File: src/rtl/sbm_div.sv
// Restoring divider, one quotient bit per cycle.
`timescale 1ns / 1ps
module sbm_div #(
    parameter int DVD_W = 34,
    parameter int DSR_W = 17
) (
    input  logic             aclk,
    input  logic             aresetn,
    input  logic             start,
    input  logic [DVD_W-1:0] dividend,
    input  logic [DSR_W-1:0] divisor,
    output logic             done_reg,
    output logic [DVD_W-1:0] quot_reg
);

    localparam int CNT_W = $clog2(DVD_W + 1);

    logic             busy_reg;
    logic [CNT_W-1:0] cnt_reg;
    logic [DSR_W-1:0] rem_reg;
    logic [DSR_W-1:0] dsr_reg;
    logic [DSR_W:0]   rem_sh;
    logic             q_bit;
    logic [DSR_W:0]   rem_diff;

    // trial subtract of the shifted remainder
    always_comb begin
        rem_sh   = {rem_reg, quot_reg[DVD_W-1]};
        rem_diff = rem_sh - {1'b0, dsr_reg};
        q_bit    = (rem_sh >= {1'b0, dsr_reg});
    end

    // control
    always_ff @(posedge aclk) begin
        if (!aresetn) begin
            busy_reg <= 1'b0;
            done_reg <= 1'b0;
            cnt_reg  <= '0;
        end else begin
            done_reg <= 1'b0;
            if (start) begin
                busy_reg <= 1'b1;
                cnt_reg  <= '0;
            end else if (busy_reg) begin
                cnt_reg <= cnt_reg + 1'b1;
                if (cnt_reg == CNT_W'(DVD_W - 1)) begin
                    busy_reg <= 1'b0;
                    done_reg <= 1'b1;
                end
            end
        end
    end

    // datapath: dividend shifts out as the quotient shifts in
    always_ff @(posedge aclk) begin
        if (start) begin
            quot_reg <= dividend;
            dsr_reg  <= divisor;
            rem_reg  <= '0;
        end else if (busy_reg) begin
            quot_reg <= {quot_reg[DVD_W-2:0], q_bit};
            rem_reg  <= q_bit ? rem_diff[DSR_W-1:0] : rem_sh[DSR_W-1:0];
        end
    end

endmodule

File: config.mk
export PLATFORM = sky130hd
export DESIGN_NAME = sbm_div
export DESIGN_NICKNAME = d
export VERILOG_FILES = /design/src/rtl/sbm_div.sv
export SDC_FILE = /design/constraint.sdc
export NUM_CORES = 1
export LEC_CHECK = 0
export ABC_AREA = 0
export BUFFER_PORTS_ARGS = -buffer_cell sky130_fd_sc_hd__buf_2
export CAP_MARGIN = 20
export CELL_PAD_IN_SITES_DETAIL_PLACEMENT = 1
export CELL_PAD_IN_SITES_GLOBAL_PLACEMENT = 2
export CORE_UTILIZATION = 35
export CTS_CLUSTER_SIZE = 8
export DETAILED_ROUTE_END_ITERATION = 12
export PLACE_DENSITY_LB_ADDON = 0.1
export SLEW_MARGIN = 0
export SYNTH_ARGS = -nofsm -noshare
export SYNTH_HDL_FRONTEND = slang
export SYNTH_SLANG_ARGS = --single-unit
File: constraint.sdc
create_clock -name aclk -period 3.2 [get_ports aclk]
set_input_delay 0.48 -clock aclk [delete_from_list [all_inputs] [get_ports aclk]]
set_output_delay 0.48 -clock aclk [all_outputs]
set_load 0.005 [all_outputs]
==> summary.txt <==
Clock tree
  – Clock sinks: 76
  – CTS tree: built
  – Clk slew on worst S/H paths: 90 ps
  – Root Buffer: clkbuf_8
  – Num CTS Buffers: 9
  – Maximum root-to-sink buffer count: 2
  – Cts repair resizes: 0
  – H-tree depth: 3
  – Later-pin clock latency in the skew report: 370 ps
  – Post-CTS Hold Buffers: 0
  – Setup bufs post-CTS: 0

Setup path
  – Startpoint types: flip-flop
  – Kind of end point of the critical path: flip-flop
  – WP data arrival: 2750 ps
  – Worst EP required: 3330 ps
  – Max Fanout on Critical Path: 16
  – Crit path kind: reg2reg

Layout
  – Area grow syn2layout: 21.3%
  – Fillers: 1182
  – Number of flip-flops in the largest register: 34
  – Layout Nets: 502
  – Layout cell share with drive strength beyond 1: 0.339
  – ANT cells: 0

GRT
  – Pin count of the biggest net entering global routing: 36
  – Total gr overflow: 0
  – Initial antenna violation count: 0
  – Vias in the first global route: 3079
  – GRT Total Usage: 0.172
  – Global-route wire length before repair: 15000 um

Outcome
  – Outcome: finished clean

Logic synthesis
  – Synth area leaders: edfxtp_1 40%, dfxtp_1 13%, mux2_2 9.9%, ha_1 6.2%, nand2_1 2.6%
  – Syn Std Cell Area: 3860 sq um
  – Mapped Nets: 409
  – Top cells by count, synth: 51 x edfxtp_1, 34 x mux2_2, 27 x nand2_1, 25 x dfxtp_1, 25 x nor2_1
  – Avg Cell Area, Syn: 11.5 sq um
  – Primary FF master, synth: edfxtp_1
  – Synth warn: 0
  – FFs w/ async S/R, synth: 0
  – Most frequent cell after synthesis: edfxtp_1
  – Number of synthesized register bits: 76
  – Gate Count Post-Synth: 335
  – Post-synth top area cell: edfxtp_1
  – Post-synth top area share: 0.397
  – Seq/Total Area, Yosys: 0.527
  – Synth cell types: 42
  – Number of synthesized flops with an enable pin: 51

Drt
  – Overall routed net length: 9030 um
  – Vias per cell: 4.98
  – DR WL/cell: 15.9 um
  – Drt pass-1 iters: 6
  – Post-route ant nets: 0
  – DRC: 0
  – Drt first-iter violations: 93
  – Vias: 2834

STA
  – Tmin final: 2620 ps
  – Tcrit/Tclk final: 0.818
  – Post-Route Setup TNS: 0 ps
  – RSZ-0062 raised after global routing: false
  – Layout Skew: 16.5 ps
  – Setup violators final: 0
  – Final WS setup: 582 ps
  – Fin. Hold Viols: 0
  – Fin. max-slew vios: 0
  – Worst relative slew slack: 0.549
  – Peak Freq: 382 MHz
  – Slew @ Worst Pin: 674 ps

Floorplan
  – Core box area: 10500 sq um
  – Horiz. Die Dim: 107 um
  – Die ar.: 11400 sq um
  – Die Height: 107 um
  – Row cnt: 37
  – Starting Density: 0.367
  – # IOs: 89

Placement
  – IO Port Bufs: 88
  – Final GP Congestion: 0.736
  – Dpl ws: 562 ps
  – DP HPWL: 6670 um

Power
  – Leak: 1.97 nW
  – Power per cell area: 509 nW/um^2
  – Max VDD drop: 305 uV

Min path
  – Min-Delay Path Class: in2reg

Flow run
  – Max_cap viols: 0
==> placed cells by master (no fill, tap or decap), types with 10 or more instances in the layout <==
master	synthesis	routed
a21oi_1	18	18
buf_2	3	88
dfxtp_1	25	25
edfxtp_1	51	51
ha_1	19	19
inv_1	22	22
mux2_2	34	34
mux2i_1	10	10
nand2_1	27	27
nor2_1	25	25
o21ai_0	10	10
xnor2_1	10	10
==> metal layers <==
metal / share of wire / wire, um / GRT usage / up-vias
met5: 0 / 0 / 0 / -
met3: 0.067 / 601 / 0.0729 / 8
met1: 0.45 / 4040 / 0.202 / 1354
li1: - / - / - / 1404
met4: 0.013 / 116 / 0.0568 / 0
met2: 0.47 / 4270 / 0.282 / 68
==> stage by stage <==
stage | cells | util | hold slack (ps) | total power, mW | instance area (sq um)
2_1_floorplan | 335 | - | 443 | 1.43 | 3860
3_3_place_gp | 553 | 0.424 | 457 | 1.57 | 4460
3_5_place_dp | 553 | 0.424 | 474 | 1.58 | 4460
4_1_cts | 569 | 0.445 | 253 | 2.43 | 4680
5_1_grt | 569 | 0.445 | 251 | 2.51 | 4680
6_report | 569 | 0.445 | 281 | 2.38 | 4680
==> power by group <==
| part | internal [mW] | total (mW) | switching, mW |
|---|---|---|---|
| Sequential | 1.14 | 1.17 | 0.0383 |
| Clock | 0.443 | 0.835 | 0.392 |
| Combinational | 0.180 | 0.374 | 0.194 |
==> kinds of logic after synthesis <==
group                    Yosys count  share of synthesized area
flip-flops                        76                      0.527
AND/OR/NAND/NOR                   76                     0.0872
buffers and inverters             34                     0.0360
multiplexers                      45                      0.128
XOR/XNOR                          18                     0.0409
AO/OA/AOI/OAI                     66                      0.114
adder cells (fa/ha/maj)           20                     0.0668
==> worst paths after layout <==
| kind | start | to | slack (ps) | depth (start not counted) |
|---|---|---|---|---|
| setup reg to reg | quot_reg[33] | quot_reg[0] | 580 | 10 |
| hold reg to reg | cnt_reg[5] | done_reg | 480 | 2 |
| hold / removal | divisor[15] | dsr_reg[15] | 280 | 1 |
| setup / recovery | quot_reg[33] | quot_reg[0] | 580 | 10 |
==> cell type report <==
cell class,count,area (sq um),share of cell area
clock buffers,9,124,0.0265
clock inverters,7,97.6,0.0209
inverters,22,82.6,0.0176
multi-input cells,225,1690,0.361
flip-flops and latches,76,2030,0.434
well taps,136,170,0.0364
repair buffers,94,485,0.104
==> critical path, cell delays in order (launching register included) <==
cell      delay, ps
edfxtp_1        380
inv_1            90
ha_1            150
inv_1            50
fa_1            400
a21oi_1         260
o21ai_2         120
a211oi_2        320
a21oi_2         110
buf_4           220
mux2_2          270
Power figures use the tool's default switching activity.
