## src/rtl/sbm_pkg.sv

```systemverilog
// Shared constants and defaults for the spectrum bar level meter.
`timescale 1ns / 1ps
package sbm_pkg;

    // Default sizes
    localparam int MAX_BARS_DEF      = 128;
    localparam int SPECTRUM_BINS_DEF = 256;
    localparam int HEIGHT_BITS_DEF   = 12;

    // Field widths
    localparam int MAG_W      = 24;
    localparam int MUL_W      = 25;
    localparam int CFG_ADDR_W = 3;
    localparam int CFG_DATA_W = 16;

    // Register indexes on the configuration port
    localparam logic [CFG_ADDR_W-1:0] CFG_BAR_COUNT   = 3'd0;
    localparam logic [CFG_ADDR_W-1:0] CFG_MODE_BITS   = 3'd1;
    localparam logic [CFG_ADDR_W-1:0] CFG_ATTACK_RATE = 3'd2;
    localparam logic [CFG_ADDR_W-1:0] CFG_DECAY_RATE  = 3'd3;
    localparam logic [CFG_ADDR_W-1:0] CFG_DB_FLOOR    = 3'd4;
    localparam logic [CFG_ADDR_W-1:0] CFG_DB_CEILING  = 3'd5;
    localparam logic [CFG_ADDR_W-1:0] CFG_COL_HEIGHT  = 3'd6;
    localparam logic [CFG_ADDR_W-1:0] CFG_PEAK_FALL   = 3'd7;

    // Register reset values
    localparam logic [7:0]  BAR_COUNT_RST = 8'd32;
    localparam logic [4:0]  MODE_RST      = 5'd1;
    localparam logic [15:0] ATTACK_RST    = 16'd32768;
    localparam logic [15:0] DECAY_RST     = 16'd6554;
    localparam logic [7:0]  FLOOR_RST     = 8'hC4;   // -60 dB
    localparam logic [7:0]  CEILING_RST   = 8'h00;
    localparam int          COL_H_RST     = 256;
    localparam logic [9:0]  FALL_RST      = 10'd32;

    // Channel select codes
    localparam logic [1:0] CH_LEFT  = 2'd1;
    localparam logic [1:0] CH_RIGHT = 2'd2;

    // dB arithmetic
    localparam int DB_SILENCE    = -30720;    // -120 dB in Q8.8
    localparam int LOG2_40_OFS   = 1397354;   // log2(40) + 16, Q16
    localparam int DB_PER_OCTAVE = 394566;    // 20*log10(2), Q16
    localparam int RELEASE_Q8    = 51;
    localparam int TOP_CLEAR     = 2;

endpackage

```

## src/rtl/sbm_mul.sv

```systemverilog
// Shared signed multiplier with a registered product.
`timescale 1ns / 1ps
module sbm_mul import sbm_pkg::*; (
    input  logic                      aclk,
    input  logic signed [MUL_W-1:0]   mul_a,
    input  logic signed [MUL_W-1:0]   mul_b,
    output logic signed [2*MUL_W-1:0] prod_reg
);

    always_ff @(posedge aclk) begin
        prod_reg <= mul_a * mul_b;
    end

endmodule

```

## config.mk

```make
export PLATFORM = sky130hd
export DESIGN_NAME = sbm_mul
export DESIGN_NICKNAME = d
export VERILOG_FILES = /design/src/rtl/sbm_pkg.sv /design/src/rtl/sbm_mul.sv
export SDC_FILE = /design/constraint.sdc
export NUM_CORES = 2
export LEC_CHECK = 0
export BUFFER_PORTS_ARGS = -buffer_cell sky130_fd_sc_hd__buf_2
export CORE_MARGIN = 2
export CORE_UTILIZATION = 64
export DETAILED_ROUTE_END_ITERATION = 10
export GPL_TIMING_DRIVEN = 0
export PLACE_DENSITY = 0.82
export SYNTH_ARGS = -nofsm -noshare
export SYNTH_HDL_FRONTEND = slang
export SYNTH_SLANG_ARGS = --single-unit
```

## constraint.sdc

```tcl
create_clock -name aclk -period 9.3 [get_ports aclk]
set_input_delay 0.93 -clock aclk [delete_from_list [all_inputs] [get_ports aclk]]
set_output_delay 0.93 -clock aclk [all_outputs]
set_load 0.1 [all_outputs]
```

==> impl_metrics.csv <==
group,metric,value,unit
outcome,status,"complete, no violations",
synthesis,synth_edf_count,0,
place,dp_hpwl,66800,um
global_routing,grt_usage,44.2,%
floorplanning,ios,101,
layout,multi_input_area,20000,um2
sta,slew_headroom,22.3,%
sta,rsz0062_at_grt,"no",
place,portBuffers,100,
clock_network,cts_setup_buffers,0,
synthesis,netlist_instances,2562,
setup_path,crit_path_max_incr_delay,870,ps
clock_network,hold_buffers,0,
global_routing,grt_start_max_net_pins,19,
sta,finalWorstSetupSlack,186,ps
clock_network,clkTransAtPathRegs,80,ps
synthesis,ys_seq_area_share,4.17,%
floorplanning,core,36800,um2
layout,fin_nets,3517,
sta,fmax,110,MHz
routing,wl_per_cell,25.4,um
floorplanning,die_h,198,um
floorplanning,die_w,198,um
sta,setup_viol_count_final,0,
clock_network,cts_root_buf,"clkbuf_16",
routing,first_pass_iters,5,
sta,finalHoldViolations,0,
setup_path,critPathLaunch,"mul_b[3]",
clock_network,numCtsBuffers,5,
routing,via_per_inst,5.77,
routing,drt_iter0_drc,1225,
layout,syn_to_final_growth,5.21,%
place,gp_congestion,1.04,
synthesis,synth_cell_types,48,
setup_path,arrival,9400,ps
clock_network,htreeDepth,2,
setup_path,crit_buf_inv,5,
clock_network,clock-sinks,50,
routing,wl,80000,um
setup_path,endpoint,"prod_reg[48]",
routing,vias,18100,
synthesis,netlist_area,24000,um2
setup_path,worst_path_dominant_cell_family,"adder cells",
global_routing,antenna_found_initial,7,
global_routing,grt_pass1_wl,122000,um
synthesis,yosys_most_used_dff,"dfxtp_1",
floorplanning,rows,70,
routing,final_antenna_net_count,0,
setup_path,crit_required,9580,ps
synthesis,synth_fp_nets,3412,
floorplanning,start_util,65.3,%
sta,period_needed,9110,ps
synthesis,async_flop_share,0,%
setup_path,critPathKind,"input port to flop",
routing,drc,0,
synthesis,syn_avg_cell_area,9.38,um2
place,post-place-ws,-214,ps
clock_network,ctsLongestPathBuffers,2,
layout,final_layout_size_suffix_gt1_share,4.42,%
setup_path,end_kind,"flop",
hold_path,min_path_type,"input port to flop",
floorplanning,die_area,39100,um2
setup_path,cp_max_fo,12,
setup_path,cp_slowest_cell,"clkbuf_1",
global_routing,grt_pass1_vias,20600,
synthesis,ys_warn_count,0,
clock_network,post_cts_resized,0,
setup_path,worst_setup_path_start_kind,"input port",
global_routing,overflow,0,
clock_network,cts_tree,"done",
setup_path,crit_chain,"buf_2 > clkbuf_1 > and2_1 > fa_1 > inv_1 > fa_1 > inv_1 > fa_1 > fa_1 > fa_1 > fa_1 > fa_1 > ha_1 > clkbuf_1 > nand4_1 > a211o_1 > a21oi_1 > a21oi_2 > o41ai_2 > a41oi_1 > o21ai_1 > xor2_1",
layout,largest_register_ffs,50,
setup_path,critical_path_depth,22,
sta,worst_pin_slew,1170,ps
flow_run,max_cap_viol_count,0,
setup_path,crit_top_cell,"fa_1",
synthesis,ys_ff_latch,50,
sta,fin_crit_sh,98.0,%
sta,slew_viol_final,0,
layout,num-fill-cells,2852,
layout,layout.area.seq,1000,um2
==> final cells by class <==
| type | instances | share of cell area, % |
|---|---|---|
| flip-flops and latches | 50 | 3.96 |
| inverters | 699 | 10.4 |
| plain buffers | 102 | 1.51 |
| well taps | 468 | 2.32 |
| diodes | 7 | 0.0693 |
| clock buffers | 5 | 0.495 |
| repair buffers | 100 | 1.98 |
| multi-input cells | 1709 | 79.2 |
| clock inverters | 3 | 0.114 |
==> placed cells by master, fill, tap and decap left out, drive strengths merged, types with 8 or more instances in the layout <==
cell type	n
a21oi	44
nand4	8
xnor2	39
and2	320
clkbuf	107
inv	701
nor2b	21
dfxtp	50
fa	658
ha	141
nand2	308
o21ai	26
buf	100
xor2	19
nor2	30
a21o	22
nand2b	11
==> worst min-delay path by stage <==
stage | start | to | slack, ps | cells past startpoint
6_report | mul_a[0] | prod_reg[0] | 980 | 2
3_5_place_dp | mul_a[0] | prod_reg[0] | 1340 | 2
2_1_floorplan | mul_a[0] | prod_reg[0] | 1060 | 1
3_3_place_gp | mul_a[0] | prod_reg[0] | 1320 | 2
4_1_cts | mul_a[0] | prod_reg[0] | 980 | 2
5_1_grt | mul_a[0] | prod_reg[0] | 970 | 2
==> per-stage QoR <==
stage          util [%]  TNS, ps  cells  hold WS (ps)  cell area, um2
2_1_floorplan         -        0   2562          1060           24000
3_3_place_gp       68.3    -65.9   3130          1320           25100
3_5_place_dp       68.3     -426   3130          1340           25100
4_1_cts            68.7        0   3138           977           25300
5_1_grt            68.7        0   3137           974           25300
6_report           68.7        0   3143           978           25300
==> routing by layer <==
metal  routed length, um  up-vias  GRT usage, %
li1                    -     7505             -
met5                  31        -             0
met2               38300      953          73.2
met3                7660      391          11.9
met4                7250        4          32.3
met1               26700     9278          49.5
==> cell families after synthesis <==
kind of cell | count (synthesis) | share of synthesized area [%]
buffers and inverters | 803 | 12.5
XOR/XNOR | 58 | 2.11
multiplexers | 1 | 0.0469
adder cells (fa/ha/maj) | 799 | 62.2
AO/OA/AOI/OAI | 137 | 3.94
flip-flops | 50 | 4.17
AND/OR/NAND/NOR | 714 | 15.0
==> Yosys cell counts, types with 21 or more instances <==
| cell type | count | share of area, % |
|---|---|---|
| clkbuf_1 | 104 | 1.6 |
| a21oi_1 | 43 | 0.90 |
| inv_1 | 699 | 11 |
| xnor2_1 | 39 | 1.4 |
| nand2_1 | 308 | 4.8 |
| and2_1 | 320 | 8.3 |
| nor2_1 | 30 | 0.47 |
| ha_1 | 141 | 7.3 |
| dfxtp_1 | 50 | 4.2 |
| nor2b_1 | 21 | 0.55 |
| fa_1 | 658 | 55 |
| a21o_1 | 22 | 0.69 |
Power is not shown: default switching activity piles up to over one toggle a cycle in this logic, so the estimate is an artifact.
