`config.mk`:
```
export PLATFORM = sky130hd
export DESIGN_NAME = sbm_ram
export DESIGN_NICKNAME = d
export VERILOG_FILES = /design/src/rtl/sbm_ram.sv
export SDC_FILE = /design/constraint.sdc
export NUM_CORES = 1
export LEC_CHECK = 0
export ABC_AREA = 1
export BUFFER_PORTS_ARGS = -buffer_cell sky130_fd_sc_hd__buf_2
export CAP_MARGIN = 20
export CORE_UTILIZATION = 59
export DETAILED_ROUTE_END_ITERATION = 10
export GPL_TIMING_DRIVEN = 0
export HOLD_SLACK_MARGIN = 0.12
export PLACE_DENSITY = 0.77
export SETUP_SLACK_MARGIN = 0.4
export SYNTH_ARGS = -nofsm -noshare
export SYNTH_HDL_FRONTEND = slang
export SYNTH_SLANG_ARGS = --single-unit
```
`constraint.sdc`:
```
create_clock -name aclk -period 2.24 [get_ports aclk]
set_input_delay 0.336 -clock aclk [delete_from_list [all_inputs] [get_ports aclk]]
set_output_delay 0.336 -clock aclk [all_outputs]
set_load 0.01 [all_outputs]
```
`src/rtl/sbm_ram.sv`:
```
// Generic single-write, single-read RAM with registered read data.
`timescale 1ns / 1ps
module sbm_ram #(
    parameter int WIDTH = 8,
    parameter int DEPTH = 16
) (
    input  logic                     aclk,
    input  logic                     we,
    input  logic [$clog2(DEPTH)-1:0] waddr,
    input  logic [WIDTH-1:0]         wdata,
    input  logic [$clog2(DEPTH)-1:0] raddr,
    output logic [WIDTH-1:0]         rdata
);

    logic [WIDTH-1:0] mem [DEPTH];

    always_ff @(posedge aclk) begin
        if (we) begin
            mem[waddr] <= wdata;
        end
        rdata <= mem[raddr];
    end

endmodule

```
==> summary.txt, run 1 <==
row count = 35
maxcap violations = 0
1st-iter DRT viols = 472
clock buffer count from CTS = 17
Yosys top cell area share = 0.667
area delta synth->final = 15.4%
CP startpoint kind = input port
largest net degree at the start of global routing = 17
Final Util = 0.710
fraction of layout cells with a size suffix above 1 = 0.127
post-synthesis cell count = 551
number of global-route vias before repair = 3859
CTS root buf = clkbuf_8
WL final = 14100 um
RSZ-0062 raised after global routing = no
DP Wirelength = 8770 um
WL/cell = 19.2 um
Hold-fix buffers, CTS = 0
final worst slack = 928 ps
HP Class = input port to flip-flop
core area = 0.00937 mm^2
met2 wire len = 6490 um
mapped cell area = 0.00577 mm^2
leading area contributor after synthesis = edfxtp_1
Final Max Slew Viols = 0
input/output buffers = 22
period utilisation layout = 0.586
EDFF count, synth = 128
Tmin final = 1310 ps
Yosys cell types = 12
antenna violations before repair = 0
Die Span Y = 101 um
setup_tns = 0 ps
Main synth FF type = edfxtp_1
routability-driven placement congestion ratio = 0.835
first-pass GRT wire length = 21200 um
wl on met1 = 5680 um
met3 routed WL = 1530 um
Die ar. = 0.0102 mm^2
mean area per synthesized cell = 10.5 um^2
initial core utilization = 0.615
top sig layer = met4
Hold Violations, Final = 0
I/O pin total = 26
top cells by area, synth = edfxtp_1 67%, nand2_1 11%, nand3_1 8.4%, inv_1 6.5%, dfxtp_1 2.8%
Max Clock Freq = 0.762 GHz
Die X = 101 um
Syn. warnings = 0
H-Tree Depth = 4
Leak = 2.90 nW
pwr/cell area = 926 mW/mm^2
Via density = 5.54
Peak VDD IR = 0.000681 V
highest net fanout along the worst path = 8
post_cts resized = 0
status = finished clean
top-count cell post-synth = nand2_1
CP Data Required Time = 2400 ps
crit path DAT = 1470 ps
Max-slew headroom = 0.407
TritonCTS clock tree = built
vias = 4064
Worst Skew = 7.17 ps
crit end category = flip-flop
Final #Nets = 610
CTS Buffer Depth = 2
gr usage total = 0.301
Finish-stage setup viols = 0
most instantiated cells after synthesis = 173 x nand2_1, 128 x edfxtp_1, 100 x inv_1
DRC = 0
CP Class = input port to flip-flop
Diodes inserted = 0
clock latency on the worst-skew pair = 530 ps
Seq/Total Area, Yosys = 0.694
Final ANT Viol Nets = 0
Mapped Nets = 569
Least-Margin Pin Slew = 886 ps
drt pass-1 iters = 6
GRT overflow = 0
flops & latches, synth = 136
Place WS = 410 ps
Sink Count = 136
Clock transition at path regs = 60 ps
post-CTS setup buffers = 0
async set-or-reset flop fraction in the synthesized netlist = 0
==> placed cells by master (no fill, tap or decap) <==
cell        Yosys  routed
clkbuf_1        0       1
dfxtp_1         8       8
bufinv_16       0       4
nand2_1       173     173
buf_2          13      35
buf_4           4       4
clkinvlp_4      0       2
nand3b_1        2       2
inv_6           0       4
nor2_1         17      17
clkbuf_8        0       1
buf_6           6       6
inv_2           2       2
inv_1         100     100
clkinv_2        0       1
edfxtp_1      128     128
clkinv_1        0       1
clkbuf_16       0      16
nand3_1        97      97
buf_1           1       1
clkinv_4        0       2
==> layout make-up <==
class                      instances  area (um^2)
sequential                       136         4000
fill                             665         2720
tap                              129          161
timing repair buffer              22          110
clock buffer                      18          418
inverter                         102          383
multi-input combinational        289         1210
clock inverter                    14          196
buffer                            24          166
==> worst max-delay path, stage by stage <==
cell,delay (ps)
buf_2,120
nand3b_1,300
nor2_1,710
==> state kept, by name (all words and copies together), names as in the netlist <==
register	flops
mem	128
rdata	8
==> metal layers <==
| metal | vias to the layer above | global-route usage |
|---|---|---|
| met2 | 267 | 0.461 |
| met3 | 41 | 0.0687 |
| met4 | 0 | 0.140 |
| met1 | 1897 | 0.414 |
| met5 | - | 0 |
| li1 | 1859 | - |
==> where the power goes <==
part	total, mW	switching (mW)	internal [mW]	leakage (nW)
clock network	2.92	1.10	1.82	0.294
registers	2.86	0.0148	2.84	1.22
logic	0.382	0.273	0.109	1.39
==> worst paths after layout <==
kind	depth (start not counted)	to	start	slack, ps
worst max-delay path	3	mem[6][4]	waddr[3]	930
worst min-delay path	1	mem[6][2]	wdata[2]	220
worst max register to register	6	rdata[1]	mem[6][1]	1190
worst min register to register	6	rdata[1]	mem[11][1]	720
==> logic make-up (layout without fill, tap and decap cells) <==
kind of cell,count (synthesis),after routing,synth area share
buf+inv,126,180,0.0952
flops,136,136,0.694
simple gates,289,289,0.210
==> stage by stage <==
stage,std cells,area (um^2),hold WS [ps],power [mW]
after detailed placement,702,6040,696,3.28
after CTS,734,6650,215,6.15
after floorplan,551,5770,435,3.12
final,734,6650,223,6.16
after global routing,734,6650,226,6.28
after global placement,702,6040,678,3.27
No activity file was read; power rests on OpenSTA's default activity.
==> run 2, diff against run 1 <==
--- a/config.mk
+++ b/config.mk
@@ -5,14 +5,14 @@
 export SDC_FILE = /design/constraint.sdc
 export NUM_CORES = 1
 export LEC_CHECK = 0
-export ABC_AREA = 1
+export ABC_AREA = 0
 export BUFFER_PORTS_ARGS = -buffer_cell sky130_fd_sc_hd__buf_2
 export CAP_MARGIN = 20
-export CORE_UTILIZATION = 59
+export CORE_UTILIZATION = 54
 export DETAILED_ROUTE_END_ITERATION = 10
 export GPL_TIMING_DRIVEN = 0
 export HOLD_SLACK_MARGIN = 0.12
-export PLACE_DENSITY = 0.77
+export PLACE_DENSITY = 0.74
 export SETUP_SLACK_MARGIN = 0.4
 export SYNTH_ARGS = -nofsm -noshare
 export SYNTH_HDL_FRONTEND = slang
==> constraint.sdc (replaced) <==
create_clock -name aclk -period 1.1 [get_ports aclk]
set_input_delay 0.165 -clock aclk [delete_from_list [all_inputs] [get_ports aclk]]
set_output_delay 0.165 -clock aclk [all_outputs]
set_load 0.01 [all_outputs]
==> run 2 against run 1 <==
Net effect:
- the run now ends with negative setup slack left
- routed wire length down 25%
- critical path depth is the same
- die area down 2.4%
- worst setup slack worse by 1100 ps
- combinational power is 100% higher
- hold slack lost 98 ps
- global-route usage shrank 5.7 points
- clock skew is 0.65 ps higher
- largest power group unchanged
==> summary.txt, run 2 <==
status = complete, but fails checks
failing checks = negative setup slack
vias = 2564 (-37%)
highest net fanout along the worst path = 1 (-7)
Top Usage Layer GRT = met2
row count = 35 (unchanged)
Die X = 99.6 um (-1.2%)
Final Max Slew Viols = 0 (unchanged)
Final Util = 0.735 (+0.0249)
HP Class = input port to flip-flop
Inst Count DP = 382 (-46%)
met3 usage = 0.0639 (-0.00471)
Worst Skew = 7.82 ps (+0.649 ps)
Seq/Total Area, Yosys = 0.778 (+0.0835)
Finish-stage setup viols = 16 (+16)
# fillers = 496 (-25%)
period utilisation layout = 1.19
max reg flops = 128 (unchanged)
post-synthesis cell count = 229 (-58%)
CTS Buffer Depth = 2 (unchanged)
Sw Pwr = 2.58 mW (+86%)
most instantiated cells after synthesis = 128 x edfxtp_1, 18 x mux4_2, 16 x a22oi_1
met2 Track Usage GR = 0.402 (-0.0588)
non-filler cells, final = 448 (-39%)
post-synthesis xor/xnor area fraction = 0 (unchanged)
initial core utilization = 0.557 (-0.0583)
EDFF count, synth = 128 (unchanged)
CP Class = flip-flop to flip-flop
Mapped Nets = 247 (-57%)
pwr/cell area = 1830 mW/mm^2 (+98%)
H-Tree Depth = 4 (unchanged)
Synth Area in Compound Gates = 0.0233 (+0.0233)
CP startpoint kind = flip-flop
Die Span Y = 99.6 um (-1.2%)
Sink Count = 136 (unchanged)
number of global-route vias before repair = 2744 (-29%)
M1 GR Usage = 0.306 (-0.109)
post-synthesis simple-gate area fraction = 0.0318 (-0.179)
Clk pwr share = 0.469 (-0.005)
DRC = 0 (unchanged)
Hold Violations, Final = 0 (unchanged)
Peak VDD IR = 0.00118 V (+73%)
largest net degree at the start of global routing = 17 (unchanged)
async set-or-reset flop fraction in the synthesized netlist = 0 (unchanged)
core area = 0.00924 mm^2 (-1.4%)
Tmin final = 1300 ps
crit-path cells = mux4_2 > a22oi_2 > nand2_1
setup_tns = -1220 ps (-1220 ps)
post-synthesis adder-cell area fraction = 0 (unchanged)
Yosys top cell area share = 0.747 (+0.0802)
switching part of the total = 0.208 (-0.0177)
clock latency on the worst-skew pair = 530 ps (about the same)
Final #Nets = 324 (-47%)
Diodes inserted = 0 (unchanged)
GRT overflow = 0 (unchanged)
Leak = 2.25 nW (-22%)
Clock transition at path regs = 60 ps (about the same)
Via density = 5.72 (+3.4%)
Seq pwr share = 0.468 (+0.004)
top cells by area, synth = edfxtp_1 75%, mux4_2 7.9%, mux4_1 7.1%, dfxtp_1 3.1%, a22oi_1 2.3%
top-count cell post-synth = edfxtp_1
internal power = 9.86 mW (+110%)
routability-driven placement congestion ratio = 0.702 (-16%)
crit path DAT = 1710 ps (+240 ps)
largest family of logic cells by synthesized area = multiplexers
largest reg by FF count = mem
Yosys cell types = 19 (+7)
input/output buffers = 24 (+9.1%)
area delta synth->final = 31.9%
first-pass GRT wire length = 16100 um (-24%)
Slowest-stage cell, CP = mux4_2
Largest stage delay, worst path = 500 ps (-210 ps)
DP Wirelength = 6000 um (-32%)
Max Clock Freq = 0.767 GHz
Main synth FF type = edfxtp_1
WL final = 10600 um (-25%)
maxcap violations = 0 (unchanged)
fraction of layout cells with a size suffix above 1 = 0.495 (+0.368)
TritonCTS clock tree = built
clock buffer count from CTS = 17 (unchanged)
final worst slack = -204 ps (-1130 ps)
biggest regs = mem: 128 flops, rdata: 8 flops
most common cell after layout, fill and taps aside = edfxtp_1
CP Data Required Time = 1500 ps (-900 ps)
WL/cell = 23.7 um (+24%)
antenna violations before repair = 0 (unchanged)
Worst Hold Slack = 125 ps (-98.0 ps)
Die ar. = 0.00993 mm^2 (-2.4%)
RSZ-0062 raised after global routing = yes
Least-Margin Pin Slew = 867 ps (-19.2 ps)
CTS root buf = clkbuf_8
CP delay by family, top = multiplexers
flops & latches, synth = 136 (unchanged)
logic gate share of total power = 0.062 (about the same)
most frequent cells in the layout = 128 x edfxtp_1, 32 x mux4_2, 20 x buf_2
1st-iter DRT viols = 170 (-64%)
drt pass-1 iters = 4 (-2)
mean area per synthesized cell = 22.5 um^2 (+110%)
CP Buf/Inv Count = 0 (-1)
Syn. warnings = 0 (unchanged)
mux cell area share after synthesis = 0.150 (+0.150)
gr usage total = 0.244 (-0.0566)
Final ANT Viol Nets = 0 (unchanged)
crit end category = flip-flop
Max-slew headroom = 0.420 (+0.0129)
leading area contributor after synthesis = edfxtp_1
I/O pin total = 26 (unchanged)
mapped cell area = 0.00515 mm^2 (-11%)
[run 2: changes by cell type after synthesis, moves of 10 or more]
cell | before | now
a22oi_1 | 0 | 16
buf_2 | 13 | 3
inv_1 | 100 | 0
mux4_1 | 0 | 14
mux4_2 | 0 | 18
nand2_1 | 173 | 9
nand3_1 | 97 | 1
[run 2: kinds of logic (layout without fill, tap and decap cells)]
kind of cell,Yosys count,in the layout
multiplexers,32,32
AO/OA/AOI/OAI,16,16
AND/OR/NAND/NOR,35,35
flip-flops,136,136
buffers and inverters,10,100
[run 2: per-stage QoR]
stage | instance area (um^2) | total power [mW] | setup WS (ps)
finish | 6790 | 12.4 | -204
global route | 6790 | 12.8 | -233
CTS | 6670 | 12.4 | -196
detailed placement | 5560 | 6.55 | -521
global placement | 5560 | 6.53 | -540
floorplan | 5280 | 6.29 | -168
[run 2: cell type report]
class                      instances  area, um^2  area share
sequential                       136        4010       0.590
clock buffer                      18         418      0.0616
timing repair buffer              58         654      0.0964
multi-input combinational         83        1230       0.182
buffer                            10         120      0.0177
tap                              129         161      0.0238
clock inverter                    14         196      0.0289
[run 2: worst register-to-register path, stage by stage (launching register included)]
cell and delay (ps):
edfxtp_1 360, mux4_2 500, a22oi_2 210, nand2_1 110
[run 2: routing by layer]
metal / up-vias / share of wire
li1: 1130 / -
met1: 1344 / 0.41
met2: 66 / 0.53
met3: 24 / 0.040
met4: 0 / 0.023
met5: - / 0
[run 2: power by group through the flow]
stage	Combinational (mW)	Clock, mW	Sequential [mW]
global placement	0.605	0	5.92
detailed placement	0.618	0	5.93
finish	0.777	5.84	5.83
CTS	0.733	5.88	5.82
global route	0.829	6.12	5.84
floorplan	0.351	0	5.94
[run 2: worst paths after layout]
kind / slack, ps / cells after the start / endpoint / from
worst min register to register: 690 / 3 / rdata[1] / mem[7][1]
worst max register to register: -200 / 3 / rdata[6] / mem[3][6]
worst max-delay path: -200 / 3 / rdata[6] / mem[3][6]
worst min-delay path: 120 / 4 / rdata[7] / raddr[1]
[run 2: what timing repair did]
action / 4_1_cts / 5_1_grt
hold buffers: 8 / 0
hold endpoints to repair: 134 / 0
setup buffers: 21 / 5
resized for setup: 23 / 13
pin swaps: 17 / 11
endpoints found under the setup margin: 128 / 119
